## config.mk

```make
export PLATFORM = sky130hd
export DESIGN_NAME = tccs_queue
export DESIGN_NICKNAME = d
export VERILOG_FILES = /design/src/hw/rtl/tccs_pkg.sv /design/src/hw/rtl/tccs_queue.sv
export SDC_FILE = /design/constraint.sdc
export NUM_CORES = 1
export LEC_CHECK = 0
export BUFFER_PORTS_ARGS = -buffer_cell sky130_fd_sc_hd__clkbuf_2
export CORE_MARGIN = 2
export CORE_UTILIZATION = 46
export CTS_CLUSTER_DIAMETER = 60
export CTS_CLUSTER_SIZE = 10
export DETAILED_ROUTE_END_ITERATION = 6
export PLACE_DENSITY = 0.72
export SYNTH_ARGS = -nofsm -noshare
export SYNTH_HDL_FRONTEND = slang
export SYNTH_SLANG_ARGS = --single-unit
```

## constraint.sdc

```tcl
create_clock -name clk -period 2.4 [get_ports clk]
set_input_delay 0.48 -clock clk [delete_from_list [all_inputs] [get_ports clk]]
set_output_delay 0.48 -clock clk [all_outputs]
set_load 0.1 [all_outputs]
```

## src/hw/rtl/tccs_pkg.sv

```systemverilog
// tccs_pkg: shared types and constants of the text console engine
// request and result structs, queue entry, back-end state and status types
// no dependencies
package tccs_pkg;

  // character codes and reset contents
  localparam logic [7:0]  NEWLINE_CODE = 8'd10;
  localparam logic [7:0]  BLANK_CODE   = 8'd32;
  localparam logic [7:0]  RESET_COLOR  = 8'h0F;
  localparam logic [15:0] RESET_CELL   = {RESET_COLOR, BLANK_CODE};

  // decoupling queue between front and back end
  localparam int QUEUE_DEPTH = 2;

  // configuration port: one register at byte address 0, word index in paddr[2]
  localparam int         APB_ADDR_W     = 3;
  localparam logic       REG_TEXT_COLOR = 1'b0;

  // one input request
  typedef struct packed {
    logic        mode;
    logic [7:0]  char_code;
    logic [10:0] read_index;
  } cmd_t;

  // one result
  typedef struct packed {
    logic [15:0] cell_value;
    logic [6:0]  cursor_column;
    logic [4:0]  cursor_row;
    logic        scrolled;
  } res_t;

  // request class decided by the front end
  typedef enum logic [1:0] {
    OP_PUT,
    OP_NEWLINE,
    OP_READ,
    OP_READ_OOR
  } op_kind_t;

  // queue entry
  typedef struct packed {
    op_kind_t    kind;
    logic [7:0]  char_code;
    logic [10:0] read_index;
  } op_t;

  typedef struct packed {
    logic full;
    logic empty;
  } q_status_t;

  // back-end sequencer
  typedef enum logic [2:0] {
    BK_CLEAR,
    BK_IDLE,
    BK_RADDR,
    BK_RDATA,
    BK_BLANK
  } bk_state_t;

  typedef struct packed {
    logic clearing;
    logic blanking;
  } bk_status_t;

endpackage

```

## src/hw/rtl/tccs_queue.sv

```systemverilog
// tccs_queue: short fifo of classified requests between front and back end
// depends on tccs_pkg
module tccs_queue import tccs_pkg::*; (
  input  logic      clk,
  input  logic      rst,
  input  logic      push,
  input  op_t       push_op,
  input  logic      pop,
  output op_t       head,
  output q_status_t status
);

  localparam int PW = (QUEUE_DEPTH > 1) ? $clog2(QUEUE_DEPTH) : 1;
  localparam int CW = $clog2(QUEUE_DEPTH + 1);
  localparam logic [PW-1:0] LastSlot = PW'(QUEUE_DEPTH - 1);

  op_t           slots [QUEUE_DEPTH];
  logic [PW-1:0] wr_ptr;
  logic [PW-1:0] rd_ptr;
  logic [CW-1:0] count;

  assign head         = slots[rd_ptr];
  assign status.full  = (count == CW'(QUEUE_DEPTH));
  assign status.empty = (count == '0);

  // pointers and fill count
  always_ff @(posedge clk) begin
    if (rst) begin
      wr_ptr <= '0;
      rd_ptr <= '0;
      count  <= '0;
    end else begin
      if (push) begin
        wr_ptr <= (wr_ptr == LastSlot) ? '0 : wr_ptr + 1'b1;
      end
      if (pop) begin
        rd_ptr <= (rd_ptr == LastSlot) ? '0 : rd_ptr + 1'b1;
      end
      if (push && !pop) begin
        count <= count + 1'b1;
      end else if (pop && !push) begin
        count <= count - 1'b1;
      end
    end
  end

  // entry storage
  always_ff @(posedge clk) begin
    if (push) begin
      slots[wr_ptr] <= push_op;
    end
  end

endmodule

```

---- Word level (Yosys, flattened, before mapping) ----
Memories as Yosys holds them, arrays and structs flattened. A register that Yosys moved wholly into a read port is not among the register bits.
Cells that the tools add are included.
operators by class
  muxes and demuxes ....................... 8
  reductions and logical operators ........ 6
  eq/ne operators ......................... 1
  add/subtract/negate cells ............... 4
operators with widths
  cell                 count
  $mux 1               6
  $mux 2               2
  $add 1x1->1 const B  2
  $add 2x1->2 const B  1
  $eq 2x2->1 const B   1
  $logic_and 1x1->1    2
  $logic_not 1->1      2
  $logic_not 2->1      1
  $reduce_bool 2->1    1
  $sub 2x1->2 const B  1
storage, ports and cells
  memories ................................ 1
  RAM bits ................................ 42
  register bits ........................... 4
memory list
  name   depth  bits a word  rd ports  clocked after memory_dff  write ports  line              RTL
  slots  2      21           1         1                         1            tccs_queue.sv:17  op_t slots [QUEUE_DEPTH];

---- Longest topological paths before layout ----
  word-level depth ........................ 4
  gate-level depth with buffers ........... 5

---- Least setup slack after synthesis ----
No wires, ideal clock.
  kind .................................... flip-flop to output port
  start ................................... register count[0]
  end ..................................... output port status[0] (netlist bit)
  setup slack ............................. 0.338 ns
  required time ........................... 1.920 ns
  arrival ................................. 1.582 ns
  cell stages (with the launch flop) ...... 2
  path buffers ............................ 0
  path through ............................ dfxtp_1 > nor2_1
RTL lines
  what                      line              RTL
  start: declaration        tccs_queue.sv:20  logic [CW-1:0] count;
  start signal: assignment  tccs_queue.sv:40  count <= count + 1'b1;
  start signal: assignment  tccs_queue.sv:42  count <= count - 1'b1;
  end: declaration          tccs_queue.sv:10  output q_status_t status

==> metrics.cfg <==
[timing]
tightest_slew_ps = 547
hold_viol = 0
drv_slew = 0
setup_viol = 0
fin_tns_setup_ps = 0
clock_skew_ps = 0.810
fmax_mhz = 487
finalCritPeriodShare = 0.855
fin_crit_ps = 2050
relSlewSlack = 0.637
grt_setup_unrepaired = no

[global_routing]
track_usage = 0.141
antenna_found_initial = 0
grt_pass1_wl_um = 4210
overflow = 0
grt_max_degree = 15
grt_pass1_vias = 893

[clock_network]
cts_max_level = 2
postCtsSetupBuffers = 0
clk_pin_slew_ps = 80
clock_sinks = 47
root_buffer = clkbuf_8
cts_made_buffers = 5
cts_resized = 0
clkLatencyLatePin_ps = 290
clock_path_buffers = 2
cts_tree = built
cts_hold_buf = 0

[logic_synthesis]
synthSimpleGateAreaFrac = 0.0270
synth_fp_nets = 113
netlist_top_cells_area = edfxtp_1 74%, mux2_2 14%, dfxtp_1 5.8%
synth_seq_cells = 47
netlist_instances = 87
synth_fa_ha_area_frac = 0.00729
synth_warnings = 0
netlist.top_cell.by_area = edfxtp_1
synth_compound_area_frac = 0.00584
synth_top_family_by_area = multiplexers
ys_seq_area_frac = 0.794
synth.avg_cell_area_um2 = 19.7
yosys.area.top_type_share = 0.735
synth_cell_types = 15
syn-cell-area_mm2 = 0.00172
synth-xor-area-share = 0.0204
muxShareOfSynthArea = 0.138

[cells_and_area]
nNetsFinal = 169
diodes = 0
n_fill_cell = 300
final_common_cell = clkbuf_2
syn2layout_area_growth_pct = 25.4
layout_common_cells = 47 x clkbuf_2, 42 x edfxtp_1, 21 x mux2_2, 6 x clkbuf_8
drive_gt1_frac = 0.569

[worst_setup_path]
rrSetupSlack_ps = 980
cp-end-kind = output pin
required_ps = 1920
timing.rr.start = wr_ptr
path_max_fanout = 12
r2r_end = slots[1][6]
startpoint_type = flip-flop
arrival_ps = 1570
path_class = flip-flop to output pin
reg2reg_depth = 2

[pwr]
p_sw_mw = 0.677
clkPwrFrac = 0.280
p_leak_nw = 0.845
comb_power_share = 0.251
power.total_mw = 2.07
power.internal_mw = 1.39
switching_share = 0.328
power_density_mw_per_mm2 = 960
max-vdd-ir-drop_mv = 0.601
p_seq_frac = 0.469

[drt]
wl_per_cell_um = 14.1
drt_iter0_drc = 40
drt_first_pass_iters = 4
vias = 926
drc = 0
routed_wl_um = 2710
drtAntennaViolNets = 0
vias_per_cell = 4.82

[place]
gp_congestion = 0.676
dp_hpwl_um = 1930
place.port_buffers = 47

[run]
cap_violations = 0

[floorplan]
initial_core_util = 0.472
io_pins = 48
rows = 22
dieArea_mm2 = 0.00423
fp.coreArea_mm2 = 0.00363
fp.dieW_um = 65.1
die_h_um = 65.1

[min_path]
hp-start = push_op[6]
min_to = slots[1][6]
min_path_cells = 1
hold_path.class = input pin to flip-flop

[status]
status = finished clean

==> layout make-up <==
class,instances,area (µm²),area share
sequential,47,1360,0.633
multi-input combinational,37,343,0.159
timing repair buffer,51,265,0.123
clock buffer,6,82.6,0.0384
tap,48,60.1,0.0279
clock inverter,2,35.0,0.0163
inverter,1,3.75,0.00175
==> cells by family (layout without fill, tap and decap cells) <==
family | after synthesis | in the layout
buf+inv | 3 | 60
fa+ha+maj | 1 | 1
simple gates | 9 | 9
compound gates | 2 | 2
mux | 21 | 21
flops | 47 | 47
xor+xnor | 4 | 4
==> worst max-delay path, stage by stage (launching register included) <==
cell and delay [ps]:
dfxtp_1 330, buf_4 210, mux2_2 360, clkbuf_2 370
==> how the worst max path moves through the flow <==
stage | end | slack [ps] | cells past startpoint
finish | head[7] | 350 | 3
global route | head[3] | 290 | 3
CTS | head[8] | 330 | 3
detailed placement | head[8] | 660 | 3
global placement | head[8] | 680 | 3
floorplan | status[0] | 340 | 1
==> per-stage QoR <==
stage          hold slack, ps  utilization  cells  cell area (µm²)  setup slack (ps)
5_1_grt                   359        0.592    192             2150               287
3_5_place_dp              506        0.560    184             2030               663
2_1_floorplan             461            -     87             1720               338
6_report                  370        0.592    192             2150               348
3_3_place_gp              478        0.560    184             2030               676
4_1_cts                   361        0.592    192             2150               329
==> power by group through the flow <==
stage               Sequential, mW  Clock [mW]  Combinational, mW
CTS                          0.968       0.596              0.524
finish                       0.968       0.579              0.518
global placement             0.982           0              0.517
detailed placement           0.986           0              0.523
global route                 0.974       0.625              0.538
floorplan                    0.981           0              0.435
==> routing by layer <==
| metal | up-vias | global-route usage | part of all wire |
|---|---|---|---|
| li1 | 439 | - | - |
| met1 | 457 | 0.147 | 0.37 |
| met2 | 25 | 0.245 | 0.55 |
| met3 | 5 | 0.0521 | 0.050 |
| met4 | 0 | 0.0781 | 0.026 |
| met5 | - | 0 | 0 |
==> synth_stat cells <==
master    count
edfxtp_1     42
mux2_2       21
dfxtp_1       5
nor2_1        5
buf_2         2
xnor2_1       2
xor2_1        2
a21oi_1       1
and2_1        1
and2b_2       1
ha_1          1
inv_1         1
nor2b_1       1
o21ai_0       1
or3_1         1
==> flip-flops by register name, summed over array words and instances (netlist names), named ones only <==
register,count
slots,42
wr_ptr,1
rd_ptr,1
count,2
(Power assumes the default switching activity.)
